File: src/sv/bba_pkg.sv
// ----------------------------------------------------------------------------
// bba_pkg: shared types and constants for the bucketed batch admission block
// Field widths, status and register codes, control state encoding and the
// structs that travel between the top level and the queue cells.
// ----------------------------------------------------------------------------
package bba_pkg;

  // Default sizing of the block
  localparam int DEF_QUEUE_DEPTH = 16;
  localparam int DEF_MAX_BATCH   = 8;
  localparam int DEF_BLOCK_SIZE  = 16;
  localparam int DEF_MAX_PROMPT  = 4096;

  // Fixed field widths
  localparam int LEN_W     = 13;
  localparam int TAG_W     = 16;
  localparam int SEQ_W     = 16;
  localparam int BKT_W     = 13;
  localparam int BLK_W     = 9;
  localparam int FREE_W    = 13;
  localparam int NEED_W    = 14;
  localparam int MB_W      = 4;
  localparam int CFG_IDX_W = 3;
  localparam int CFG_DAT_W = 13;
  localparam int NUM_BKT   = 4;

  // Register indexes
  localparam logic [CFG_IDX_W-1:0] CFG_MAX_BATCH = 3'd0;
  localparam logic [CFG_IDX_W-1:0] CFG_BUCKET_A  = 3'd1;
  localparam logic [CFG_IDX_W-1:0] CFG_BUCKET_B  = 3'd2;
  localparam logic [CFG_IDX_W-1:0] CFG_BUCKET_C  = 3'd3;
  localparam logic [CFG_IDX_W-1:0] CFG_BUCKET_D  = 3'd4;

  // Register reset values
  localparam logic [MB_W-1:0]  RST_MAX_BATCH = 4'd8;
  localparam logic [BKT_W-1:0] RST_BUCKET_A  = 13'd512;
  localparam logic [BKT_W-1:0] RST_BUCKET_B  = 13'd1024;
  localparam logic [BKT_W-1:0] RST_BUCKET_C  = 13'd2048;
  localparam logic [BKT_W-1:0] RST_BUCKET_D  = 13'd4096;

  // Input mode codes
  localparam logic MODE_SUBMIT = 1'b0;
  localparam logic MODE_STEP   = 1'b1;

  // Result status codes
  typedef enum logic [2:0] {
    ST_ACCEPTED = 3'd0,
    ST_FULL     = 3'd1,
    ST_ADMITTED = 3'd2,
    ST_TOO_LONG = 3'd3,
    ST_NONE     = 3'd4
  } bba_status_t;

  // Control sequencer states
  typedef enum logic [2:0] {
    S_IDLE,
    S_SCAN,
    S_PICK,
    S_CALC,
    S_CHECK
  } bba_state_t;

  // Queue commands broadcast to every cell
  typedef struct packed {
    logic push;    // load the cell at the tail
    logic remove;  // close up the queue over the removed position
  } bba_qctl_t;

  // Running longest-prompt record handed along the cell row
  typedef struct packed {
    logic             vld;
    logic [LEN_W-1:0] len;
    logic [TAG_W-1:0] tag;
  } bba_best_t;

endpackage

File: src/sv/bba_cell.sv
// ----------------------------------------------------------------------------
// bba_cell: one slot of the waiting-request queue
// Holds a prompt length and tag, shifts toward the head on removal, and keeps
// one stage of the longest-prompt search that runs along the row of cells.
// ----------------------------------------------------------------------------
module bba_cell #(
  parameter int QUEUE_DEPTH = bba_pkg::DEF_QUEUE_DEPTH,
  parameter int IDX         = 0
) (
  input  logic                                 clk,
  input  bba_pkg::bba_qctl_t                   ctl,
  input  logic [$clog2(QUEUE_DEPTH+1)-1:0]     count,
  input  logic [$clog2(QUEUE_DEPTH)-1:0]       rm_pos,
  input  logic [bba_pkg::LEN_W-1:0]            push_len,
  input  logic [bba_pkg::TAG_W-1:0]            push_tag,
  input  logic [bba_pkg::LEN_W-1:0]            nbr_len,
  input  logic [bba_pkg::TAG_W-1:0]            nbr_tag,
  output logic [bba_pkg::LEN_W-1:0]            len_o,
  output logic [bba_pkg::TAG_W-1:0]            tag_o,
  input  bba_pkg::bba_best_t                   prev_best,
  input  logic [$clog2(QUEUE_DEPTH)-1:0]       prev_pos,
  output bba_pkg::bba_best_t                   best_o,
  output logic [$clog2(QUEUE_DEPTH)-1:0]       best_pos_o
);

  localparam int CNT_W = $clog2(QUEUE_DEPTH + 1);
  localparam int POS_W = $clog2(QUEUE_DEPTH);

  logic [bba_pkg::LEN_W-1:0] len_r, len_nxt;
  logic [bba_pkg::TAG_W-1:0] tag_r, tag_nxt;
  bba_pkg::bba_best_t        best_r, best_nxt;
  logic [POS_W-1:0]          pos_r, pos_nxt;
  logic                      own_vld;

  assign own_vld = CNT_W'(IDX) < count;

  // Load at the tail, shift from the neighbor behind on removal, else hold
  always_comb begin
    len_nxt = len_r;
    tag_nxt = tag_r;
    if (ctl.push && (CNT_W'(IDX) == count)) begin
      len_nxt = push_len;
      tag_nxt = push_tag;
    end else if (ctl.remove && (POS_W'(IDX) >= rm_pos)) begin
      len_nxt = nbr_len;
      tag_nxt = nbr_tag;
    end
  end

  // Take over the record when this entry is valid and either no record is held yet or it is strictly longer
  always_comb begin
    best_nxt = prev_best;
    pos_nxt  = prev_pos;
    if (own_vld && (!prev_best.vld || (len_r > prev_best.len))) begin
      best_nxt.vld = 1'b1;
      best_nxt.len = len_r;
      best_nxt.tag = tag_r;
      pos_nxt      = POS_W'(IDX);
    end
  end

  always_ff @(posedge clk) begin
    len_r  <= len_nxt;
    tag_r  <= tag_nxt;
    best_r <= best_nxt;
    pos_r  <= pos_nxt;
  end

  assign len_o      = len_r;
  assign tag_o      = tag_r;
  assign best_o     = best_r;
  assign best_pos_o = pos_r;

endmodule

File: src/sv/bba_blkdiv.sv
// ----------------------------------------------------------------------------
// bba_blkdiv: cache block count for a prompt
// Registers ceil(len / BLOCK_SIZE), formed as a multiply by a scaled
// reciprocal that is exact over the whole length range.
// ----------------------------------------------------------------------------
module bba_blkdiv #(
  parameter int BLOCK_SIZE = bba_pkg::DEF_BLOCK_SIZE
) (
  input  logic                       clk,
  input  logic [bba_pkg::LEN_W-1:0]  len,
  output logic [bba_pkg::NEED_W-1:0] need
);

  localparam int N     = bba_pkg::NEED_W;
  localparam int L     = $clog2(BLOCK_SIZE);
  localparam int S     = N + L;
  localparam int PW    = S + N;
  localparam int RECIP = ((1 << S) + BLOCK_SIZE - 1) / BLOCK_SIZE;
  localparam logic [PW-1:0] RECIP_W = PW'(RECIP);
  localparam logic [N-1:0]  ROUND_W = N'(BLOCK_SIZE - 1);

  logic [N-1:0]  num;
  logic [PW-1:0] prod;
  logic [N-1:0]  need_r, need_nxt;

  // Round up, then scale by the reciprocal and drop the fraction
  assign num      = N'(len) + ROUND_W;
  assign prod     = PW'(num) * RECIP_W;
  assign need_nxt = prod[S +: N];

  always_ff @(posedge clk) begin
    need_r <= need_nxt;
  end

  assign need = need_r;

endmodule

File: src/sv/bucketed_batch_admission.sv
// ----------------------------------------------------------------------------
// bucketed_batch_admission: bucketed, block-budgeted admission queue
// Queues tagged requests and admits batches from the head under a bucket
// length, a batch limit and a cache block budget.
// ----------------------------------------------------------------------------
// A submit (in_mode 0) gives one result, registered, in the cycle after it
// is taken; a step on an empty queue also answers in the cycle after. Any
// other step holds busy while the longest-prompt search runs down the row of
// queue cells (S_SCAN), then takes each examined head request through S_CALC
// (block count multiply) and S_CHECK (the fit check); a drop of an oversized
// request ends after the search, in S_PICK.
// Results come one per strobe and the receiver cannot stall: out_valid is
// high for exactly one cycle per result and must be captured then. The last
// result of an item carries out_last. Write configuration only while idle.
// ----------------------------------------------------------------------------
module bucketed_batch_admission #(
  parameter int QUEUE_DEPTH = bba_pkg::DEF_QUEUE_DEPTH,
  parameter int MAX_BATCH   = bba_pkg::DEF_MAX_BATCH,
  parameter int BLOCK_SIZE  = bba_pkg::DEF_BLOCK_SIZE,
  parameter int MAX_PROMPT  = bba_pkg::DEF_MAX_PROMPT
) (
  input  logic                              clk,
  input  logic                              rst_n,
  input  logic                              cfg_we,
  input  logic [bba_pkg::CFG_IDX_W-1:0]     cfg_index,
  input  logic [bba_pkg::CFG_DAT_W-1:0]     cfg_wdata,
  input  logic                              start,
  output logic                              busy,
  input  logic                              in_mode,
  input  logic [bba_pkg::LEN_W-1:0]         in_prompt_len,
  input  logic [bba_pkg::FREE_W-1:0]        in_free_blocks,
  output logic                              out_valid,
  output logic [2:0]                        out_status,
  output logic [bba_pkg::TAG_W-1:0]         out_req_tag,
  output logic [bba_pkg::SEQ_W-1:0]         out_seq_number,
  output logic [bba_pkg::BKT_W-1:0]         out_bucket_size,
  output logic [bba_pkg::BLK_W-1:0]         out_blocks_needed,
  output logic                              out_last
);

  localparam int CNT_W = $clog2(QUEUE_DEPTH + 1);
  localparam int POS_W = $clog2(QUEUE_DEPTH);
  localparam int NB_W  = $clog2(MAX_BATCH + 16);
  localparam int LEN_W = bba_pkg::LEN_W;
  localparam int TAG_W = bba_pkg::TAG_W;
  localparam int SEQ_W = bba_pkg::SEQ_W;
  localparam int BKT_W = bba_pkg::BKT_W;
  localparam int BLK_W = bba_pkg::BLK_W;
  localparam int NEED_W = bba_pkg::NEED_W;
  localparam int FREE_W = bba_pkg::FREE_W;

  // Sequencer and bookkeeping registers
  bba_pkg::bba_state_t state_r, state_nxt;
  logic [CNT_W-1:0]    count_r, count_nxt;
  logic [TAG_W-1:0]    tag_ctr_r, tag_ctr_nxt;
  logic [SEQ_W-1:0]    seq_ctr_r, seq_ctr_nxt;
  logic [FREE_W-1:0]   budget_r, budget_nxt;
  logic [BKT_W-1:0]    bsel_r, bsel_nxt;
  logic [NB_W-1:0]     nadm_r, nadm_nxt;
  logic [POS_W-1:0]    scan_r, scan_nxt;

  // Admitted result held until it is known whether it is the last one
  logic                pend_vld_r, pend_vld_nxt;
  logic [TAG_W-1:0]    pend_tag_r, pend_tag_nxt;
  logic [SEQ_W-1:0]    pend_seq_r, pend_seq_nxt;
  logic [NEED_W-1:0]   pend_need_r, pend_need_nxt;

  // Configuration
  logic [bba_pkg::MB_W-1:0] max_batch_r;
  logic [BKT_W-1:0]         bucket_r [bba_pkg::NUM_BKT];

  // Result register
  logic                 ov_r, ov_nxt;
  bba_pkg::bba_status_t ost_r, ost_nxt;
  logic [TAG_W-1:0]     otag_r, otag_nxt;
  logic [SEQ_W-1:0]     oseq_r, oseq_nxt;
  logic [BKT_W-1:0]     obkt_r, obkt_nxt;
  logic [BLK_W-1:0]     oblk_r, oblk_nxt;
  logic                 olast_r, olast_nxt;

  // Cell row wiring
  bba_pkg::bba_qctl_t  qctl;
  logic [POS_W-1:0]    rm_pos;
  logic [LEN_W-1:0]    cell_len [QUEUE_DEPTH];
  logic [TAG_W-1:0]    cell_tag [QUEUE_DEPTH];
  bba_pkg::bba_best_t  cell_best [QUEUE_DEPTH];
  logic [POS_W-1:0]    cell_pos [QUEUE_DEPTH];

  logic                accept;
  logic                too_long_in;
  logic                full;
  logic [NEED_W-1:0]   need;
  logic                bkt_found;
  logic [BKT_W-1:0]    bkt_pick;
  logic [NB_W-1:0]     lim;
  logic                stop;
  bba_pkg::bba_best_t  longest;
  logic [POS_W-1:0]    longest_pos;

  assign busy        = state_r != bba_pkg::S_IDLE;
  assign accept      = start && !busy;
  assign too_long_in = 32'(in_prompt_len) > MAX_PROMPT;
  assign full        = count_r == CNT_W'(QUEUE_DEPTH);
  assign longest     = cell_best[QUEUE_DEPTH-1];
  assign longest_pos = cell_pos[QUEUE_DEPTH-1];

  // Queue cells, head at index zero
  for (genvar g = 0; g < QUEUE_DEPTH; g++) begin : g_cell
    logic [LEN_W-1:0]   nbr_len;
    logic [TAG_W-1:0]   nbr_tag;
    bba_pkg::bba_best_t prev_best;
    logic [POS_W-1:0]   prev_pos;

    if (g == QUEUE_DEPTH - 1) begin : g_tail
      assign nbr_len = '0;
      assign nbr_tag = '0;
    end else begin : g_mid
      assign nbr_len = cell_len[g+1];
      assign nbr_tag = cell_tag[g+1];
    end

    if (g == 0) begin : g_first
      assign prev_best = '0;
      assign prev_pos  = '0;
    end else begin : g_rest
      assign prev_best = cell_best[g-1];
      assign prev_pos  = cell_pos[g-1];
    end

    bba_cell #(
      .QUEUE_DEPTH(QUEUE_DEPTH),
      .IDX        (g)
    ) u_cell (
      .clk       (clk),
      .ctl       (qctl),
      .count     (count_r),
      .rm_pos    (rm_pos),
      .push_len  (in_prompt_len),
      .push_tag  (tag_ctr_r),
      .nbr_len   (nbr_len),
      .nbr_tag   (nbr_tag),
      .len_o     (cell_len[g]),
      .tag_o     (cell_tag[g]),
      .prev_best (prev_best),
      .prev_pos  (prev_pos),
      .best_o    (cell_best[g]),
      .best_pos_o(cell_pos[g])
    );
  end

  // Block count of the head request, registered from the head length
  bba_blkdiv #(
    .BLOCK_SIZE(BLOCK_SIZE)
  ) u_blkdiv (
    .clk (clk),
    .len (cell_len[0]),
    .need(need)
  );

  // Pick the smallest enabled bucket that holds the longest prompt
  always_comb begin
    bkt_found = 1'b0;
    bkt_pick  = '0;
    for (int i = 0; i < bba_pkg::NUM_BKT; i++) begin
      if ((bucket_r[i] != '0) && (bucket_r[i] >= longest.len) &&
          (!bkt_found || (bucket_r[i] < bkt_pick))) begin
        bkt_found = 1'b1;
        bkt_pick  = bucket_r[i];
      end
    end
  end

  // Saturate the batch limit and test the head against it, the bucket length and the block budget
  assign lim  = (NB_W'(max_batch_r) > NB_W'(MAX_BATCH)) ? NB_W'(MAX_BATCH)
                                                        : NB_W'(max_batch_r);
  assign stop = (nadm_r == lim) || (count_r == '0) || (cell_len[0] > bsel_r) ||
                (need > NEED_W'(budget_r));

  // Next state
  always_comb begin
    state_nxt = state_r;
    case (state_r)
      bba_pkg::S_IDLE: begin
        if (accept && (in_mode == bba_pkg::MODE_STEP) && (count_r != '0)) begin
          state_nxt = bba_pkg::S_SCAN;
        end
      end
      bba_pkg::S_SCAN: begin
        if (scan_r == '0) begin
          state_nxt = bba_pkg::S_PICK;
        end
      end
      bba_pkg::S_PICK: begin
        state_nxt = bkt_found ? bba_pkg::S_CALC : bba_pkg::S_IDLE;
      end
      bba_pkg::S_CALC: begin
        state_nxt = bba_pkg::S_CHECK;
      end
      bba_pkg::S_CHECK: begin
        state_nxt = stop ? bba_pkg::S_IDLE : bba_pkg::S_CALC;
      end
      default: begin
        state_nxt = bba_pkg::S_IDLE;
      end
    endcase
  end

  // Queue commands, bookkeeping and results
  always_comb begin
    qctl          = '0;
    rm_pos        = '0;
    count_nxt     = count_r;
    tag_ctr_nxt   = tag_ctr_r;
    seq_ctr_nxt   = seq_ctr_r;
    budget_nxt    = budget_r;
    bsel_nxt      = bsel_r;
    nadm_nxt      = nadm_r;
    scan_nxt      = scan_r;
    pend_vld_nxt  = pend_vld_r;
    pend_tag_nxt  = pend_tag_r;
    pend_seq_nxt  = pend_seq_r;
    pend_need_nxt = pend_need_r;
    ov_nxt        = 1'b0;
    ost_nxt       = bba_pkg::ST_ACCEPTED;
    otag_nxt      = '0;
    oseq_nxt      = '0;
    obkt_nxt      = '0;
    oblk_nxt      = '0;
    olast_nxt     = 1'b0;
    case (state_r)
      bba_pkg::S_IDLE: begin
        if (accept && (in_mode == bba_pkg::MODE_SUBMIT)) begin
          ov_nxt    = 1'b1;
          olast_nxt = 1'b1;
          if (too_long_in) begin
            ost_nxt = bba_pkg::ST_TOO_LONG;
          end else if (full) begin
            ost_nxt = bba_pkg::ST_FULL;
          end else begin
            qctl.push   = 1'b1;
            ost_nxt     = bba_pkg::ST_ACCEPTED;
            otag_nxt    = tag_ctr_r;
            tag_ctr_nxt = tag_ctr_r + 1'b1;
            count_nxt   = count_r + 1'b1;
          end
        end else if (accept) begin
          if (count_r == '0) begin
            ov_nxt    = 1'b1;
            olast_nxt = 1'b1;
            ost_nxt   = bba_pkg::ST_NONE;
          end else begin
            budget_nxt   = in_free_blocks;
            nadm_nxt     = '0;
            scan_nxt     = POS_W'(QUEUE_DEPTH - 1);
            pend_vld_nxt = 1'b0;
          end
        end
      end
      bba_pkg::S_SCAN: begin
        scan_nxt = scan_r - 1'b1;
      end
      bba_pkg::S_PICK: begin
        if (bkt_found) begin
          bsel_nxt = bkt_pick;
        end else begin
          // drop the longest request and close up behind it
          qctl.remove = 1'b1;
          rm_pos      = longest_pos;
          count_nxt   = count_r - 1'b1;
          ov_nxt      = 1'b1;
          olast_nxt   = 1'b1;
          ost_nxt     = bba_pkg::ST_TOO_LONG;
          otag_nxt    = longest.tag;
        end
      end
      bba_pkg::S_CALC: begin
      end
      bba_pkg::S_CHECK: begin
        if (!stop) begin
          // admit the head; release the previous admission as not last
          qctl.remove   = 1'b1;
          count_nxt     = count_r - 1'b1;
          budget_nxt    = budget_r - FREE_W'(need);
          seq_ctr_nxt   = seq_ctr_r + 1'b1;
          nadm_nxt      = nadm_r + 1'b1;
          ov_nxt        = pend_vld_r;
          ost_nxt       = bba_pkg::ST_ADMITTED;
          otag_nxt      = pend_tag_r;
          oseq_nxt      = pend_seq_r;
          obkt_nxt      = bsel_r;
          oblk_nxt      = pend_need_r[BLK_W-1:0];
          pend_vld_nxt  = 1'b1;
          pend_tag_nxt  = cell_tag[0];
          pend_seq_nxt  = seq_ctr_r;
          pend_need_nxt = need;
        end else begin
          ov_nxt    = 1'b1;
          olast_nxt = 1'b1;
          obkt_nxt  = bsel_r;
          if (pend_vld_r) begin
            ost_nxt  = bba_pkg::ST_ADMITTED;
            otag_nxt = pend_tag_r;
            oseq_nxt = pend_seq_r;
            oblk_nxt = pend_need_r[BLK_W-1:0];
          end else begin
            ost_nxt = bba_pkg::ST_NONE;
          end
          pend_vld_nxt = 1'b0;
        end
      end
      default: begin
      end
    endcase
  end

  // Control registers
  always_ff @(posedge clk) begin
    if (!rst_n) begin
      state_r    <= bba_pkg::S_IDLE;
      count_r    <= '0;
      tag_ctr_r  <= '0;
      seq_ctr_r  <= '0;
      pend_vld_r <= 1'b0;
      ov_r       <= 1'b0;
    end else begin
      state_r    <= state_nxt;
      count_r    <= count_nxt;
      tag_ctr_r  <= tag_ctr_nxt;
      seq_ctr_r  <= seq_ctr_nxt;
      pend_vld_r <= pend_vld_nxt;
      ov_r       <= ov_nxt;
    end
  end

  // Payload registers
  always_ff @(posedge clk) begin
    budget_r    <= budget_nxt;
    bsel_r      <= bsel_nxt;
    nadm_r      <= nadm_nxt;
    scan_r      <= scan_nxt;
    pend_tag_r  <= pend_tag_nxt;
    pend_seq_r  <= pend_seq_nxt;
    pend_need_r <= pend_need_nxt;
    ost_r       <= ost_nxt;
    otag_r      <= otag_nxt;
    oseq_r      <= oseq_nxt;
    obkt_r      <= obkt_nxt;
    oblk_r      <= oblk_nxt;
    olast_r     <= olast_nxt;
  end

  // Configuration writes; unknown indexes are ignored
  always_ff @(posedge clk) begin
    if (!rst_n) begin
      max_batch_r <= bba_pkg::RST_MAX_BATCH;
      bucket_r[0] <= bba_pkg::RST_BUCKET_A;
      bucket_r[1] <= bba_pkg::RST_BUCKET_B;
      bucket_r[2] <= bba_pkg::RST_BUCKET_C;
      bucket_r[3] <= bba_pkg::RST_BUCKET_D;
    end else if (cfg_we) begin
      case (cfg_index)
        bba_pkg::CFG_MAX_BATCH: max_batch_r <= cfg_wdata[bba_pkg::MB_W-1:0];
        bba_pkg::CFG_BUCKET_A:  bucket_r[0] <= cfg_wdata;
        bba_pkg::CFG_BUCKET_B:  bucket_r[1] <= cfg_wdata;
        bba_pkg::CFG_BUCKET_C:  bucket_r[2] <= cfg_wdata;
        bba_pkg::CFG_BUCKET_D:  bucket_r[3] <= cfg_wdata;
        default: begin
        end
      endcase
    end
  end

  assign out_valid         = ov_r;
  assign out_status        = ost_r;
  assign out_req_tag       = otag_r;
  assign out_seq_number    = oseq_r;
  assign out_bucket_size   = obkt_r;
  assign out_blocks_needed = oblk_r;
  assign out_last          = olast_r;

endmodule

File: config.mk
export PLATFORM = sky130hd
export DESIGN_NAME = bucketed_batch_admission
export DESIGN_NICKNAME = d
export VERILOG_FILES = /design/src/sv/bba_pkg.sv /design/src/sv/bba_cell.sv /design/src/sv/bba_blkdiv.sv /design/src/sv/bucketed_batch_admission.sv
export SDC_FILE = /design/constraint.sdc
export NUM_CORES = 2
export LEC_CHECK = 0
export BUFFER_PORTS_ARGS = -buffer_cell sky130_fd_sc_hd__buf_2
export CAP_MARGIN = 5
export CORE_AREA = 2 2 295 414
export CTS_BUF_LIST = sky130_fd_sc_hd__clkbuf_4 sky130_fd_sc_hd__clkbuf_8
export CTS_CLUSTER_DIAMETER = 30
export DETAILED_ROUTE_END_ITERATION = 7
export DIE_AREA = 0 0 297 416
export PLACE_DENSITY = 0.59
export SETUP_SLACK_MARGIN = 0.02
export SYNTH_ARGS = -nofsm -noshare
export SYNTH_HDL_FRONTEND = slang
export SYNTH_SLANG_ARGS = --single-unit
File: constraint.sdc
create_clock -name clk -period 9.65 [get_ports clk]
set_input_delay 1.4475 -clock clk [delete_from_list [all_inputs] [get_ports clk]]
set_output_delay 1.4475 -clock clk [all_outputs]
set_load 0.1 [all_outputs]
==> reports/results.ini <==
[hold_path]
hold_start = g_cell[6].u_cell.best_pos_o[0]
holdPathStages = 1
hp-class = reg2reg

[power]
ir_drop_uv = 127.4
p_leak_nw = 23.89
powerDensity_mw_per_mm2 = 204.2

[detailed_routing]
final_antenna_net_count = 0
drc_errors = 0
vias = 32387
drt-initial-drc-count = 2092
routed_wl_um = 142600
wl_per_cell_um = 23.27
via_per_inst = 5.285
drtPass1Iterations = 7

[cts]
clockRootBuffer = clkbuf_8
cts_tree = done
clk_pin_slew_ns = 0.06
cts_resized = 0
postCtsHoldBufs = 0
numCtsBuffers = 202
insertion_delay_ns = 0.92
clock-sinks = 1234
htree_levels = 4
cts_max_path_buffers = 3
post_cts_buffers = 0

[worst_setup_path]
cp_slowest_cell = o41ai_1
crit_type = reg2reg
critPathLaunchType = flop
cp_top_family = compound AO/OA/AOI/OAI gates
reg2reg_slack_ns = 0.84
critPathMaxStageDelay_ns = 0.56
cp_num_cells = 34
r2r_cells = 34
worst_ep_arrival_time_ns = 9.48
r2r_start = bucket_r[0][2]
worstPathMaxFanout = 15
startpoint = bucket_r[0][2]
path_buf_inv = 1
required_ns = 10.32
end_kind = flop

[yosys]
avgSynthCellArea_um2 = 12.91
ys_warn_count = 0
synth.largest_area_cell = edfxtp_1
syn-num-nets = 4515
ys_seq_area_share_pct = 57.15
synth_area_leaders = edfxtp_1 33%, dfxtp_1 24%, mux2_2 18%
yosysTopAreaCellShare_pct = 33.17
synth_cell_type_count = 81
netlist_instances = 4152
synth_edf_count = 592
ys_ff_latch = 1234
synthArstFlopShare_pct = 0
syn_area_mm2 = 0.05359
synth_flop_cell = dfxtp_1

[floorplan]
start_util_pct = 44.60
die_area_mm2 = 0.1236
die_h_um = 416
core_mm2 = 0.1202
fp.dieW_um = 297
num_rows = 151
io_pins = 107

[sta]
finalSetupViolCount = 0
whs_ns = 0.3928
slew_headroom_pct = 17.72
fmax_ghz = 0.1135
rsz0062_at_grt = false
fin_skew_ns = 0.05244
finalCritPeriodShare_pct = 91.32
slew_viol_final = 0
hold_viol = 0
setup_tns_ns = 0
layout_min_cycle_time_ns = 8.812
worst_slew_pin_slew_ns = 1.217

[cells_and_area]
final_cell_area_mm2 = 0.06088
area_growth_pct = 13.61
post-route-util_pct = 50.67
fin_nets = 4706
layout_common_cells = 845 x mux2_2, 642 x dfxtp_1, 592 x edfxtp_1
n_fill_cell = 10566
layout-drive-gt1-share_pct = 32.15
layout_commonest_cell = mux2_2
stdcell_count = 6128

[run]
maxCapViolCount = 0

[global_route]
grt_pass1_wl_um = 214800
antenna_found_initial = 1
grt_max_degree = 48
track_usage_pct = 23.04
overflow = 0
grt_pass1_vias = 33768

[placement]
place_area_mm2 = 0.05606
io_buffers = 106
place_inst = 5745
dp_hpwl_um = 96860
gp_congestion = 0.8612

[run_status]
status = finished, final reports clean

[worst reg2reg max path, delay by kind of cell (launching register included)]
kind | cells | cell delay (ns)
and+or+nand+nor | 7 | 1.18
adders and majority gates | 4 | 1.17
AOI/OAI and AO/OA | 21 | 5.31
muxes | 1 | 0.36
buffers and inverters | 1 | 0.08
DFF | 1 | 0.43
[state kept, by name, summed over array words and instances, names as in the netlist, 10 cells and up]
register / flops
g_cell.u_cell.best_o: 479
g_cell.u_cell.tag_o: 256
g_cell.u_cell.len_o: 208
bucket_r: 52
g_cell.u_cell.best_pos_o: 49
out_req_tag: 16
out_seq_number: 16
pend_seq_r: 16
pend_tag_r: 16
seq_ctr_r: 16
tag_ctr_r: 16
bsel_r: 13
budget_r: 13
out_bucket_size: 13
u_blkdiv.need: 10
[cell type report]
class | instances | area, µm² | share of cell area [%]
inverter | 301 | 1130 | 1.856
antenna | 2 | 5.005 | 0.008220
multi-input combinational | 2435 | 21300 | 34.99
clock buffer | 292 | 3681 | 6.046
tap | 1606 | 2009 | 3.300
timing repair buffer | 169 | 1003 | 1.648
clock inverter | 89 | 1121 | 1.841
sequential | 1234 | 30630 | 50.31
[metrics by stage]
step | worst slack [ns] | power [mW]
floorplan | 1.854 | 6.792
global placement | 0.7364 | 7.205
detailed placement | 0.6308 | 7.204
CTS | 0.6502 | 12.55
global route | 0.06383 | 12.93
finish | 0.8380 | 12.43
[cell usage after synthesis, types with 17 or more instances]
master      n
mux2_2    845
dfxtp_1   642
edfxtp_1  592
ha_1      315
inv_1     300
nand2_1   175
and2_1    140
clkbuf_1  132
o21ai_0   115
nor2_1    114
o21a_1     88
a21oi_1    74
nand4_1    66
buf_1      45
a21o_1     34
nand3_1    34
nor4_1     33
and3_1     30
nor2b_1    30
or2_2      29
xnor2_1    26
mux2i_1    25
nand2b_1   22
nor3_1     21
a211oi_1   20
a31oi_1    18
o31ai_1    17
or3_1      17
xor2_1     17
[final timing paths]
path	to
worst min-delay path	g_cell[7].u_cell.best_pos_o[0]
worst max-delay path	bsel_r[0]
worst max register to register	bsel_r[0]
worst min register to register	g_cell[7].u_cell.best_pos_o[0]
[power breakdown]
group	internal (mW)	total, mW	switching [mW]	leakage (nW)
combinational	0.535	1.18	0.644	10.8
clock	3.10	5.32	2.23	2.50
sequential	5.76	5.93	0.172	10.5
total	9.39	12.4	3.04	23.9
[cell families after synthesis]
| logic type | Yosys count | synth area share, % |
|---|---|---|
| buffers and inverters | 483 | 3.406 |
| and+or+nand+nor | 749 | 7.403 |
| xor gates and xnor gates | 43 | 0.7027 |
| AOI/OAI and AO/OA | 456 | 5.699 |
| DFF | 1234 | 57.15 |
| adders and majority gates | 316 | 7.392 |
| muxes | 871 | 18.24 |
[layer usage]
layer | vias up | part of all wire (%) | GRT usage (%)
li1 | 15420 | - | -
met2 | 750 | 49 | 39.93
met1 | 15979 | 44 | 29.35
met3 | 238 | 4.0 | 3.588
met5 | - | 0 | 0
met4 | 0 | 2.7 | 7.636
(Power assumes the default switching activity.)
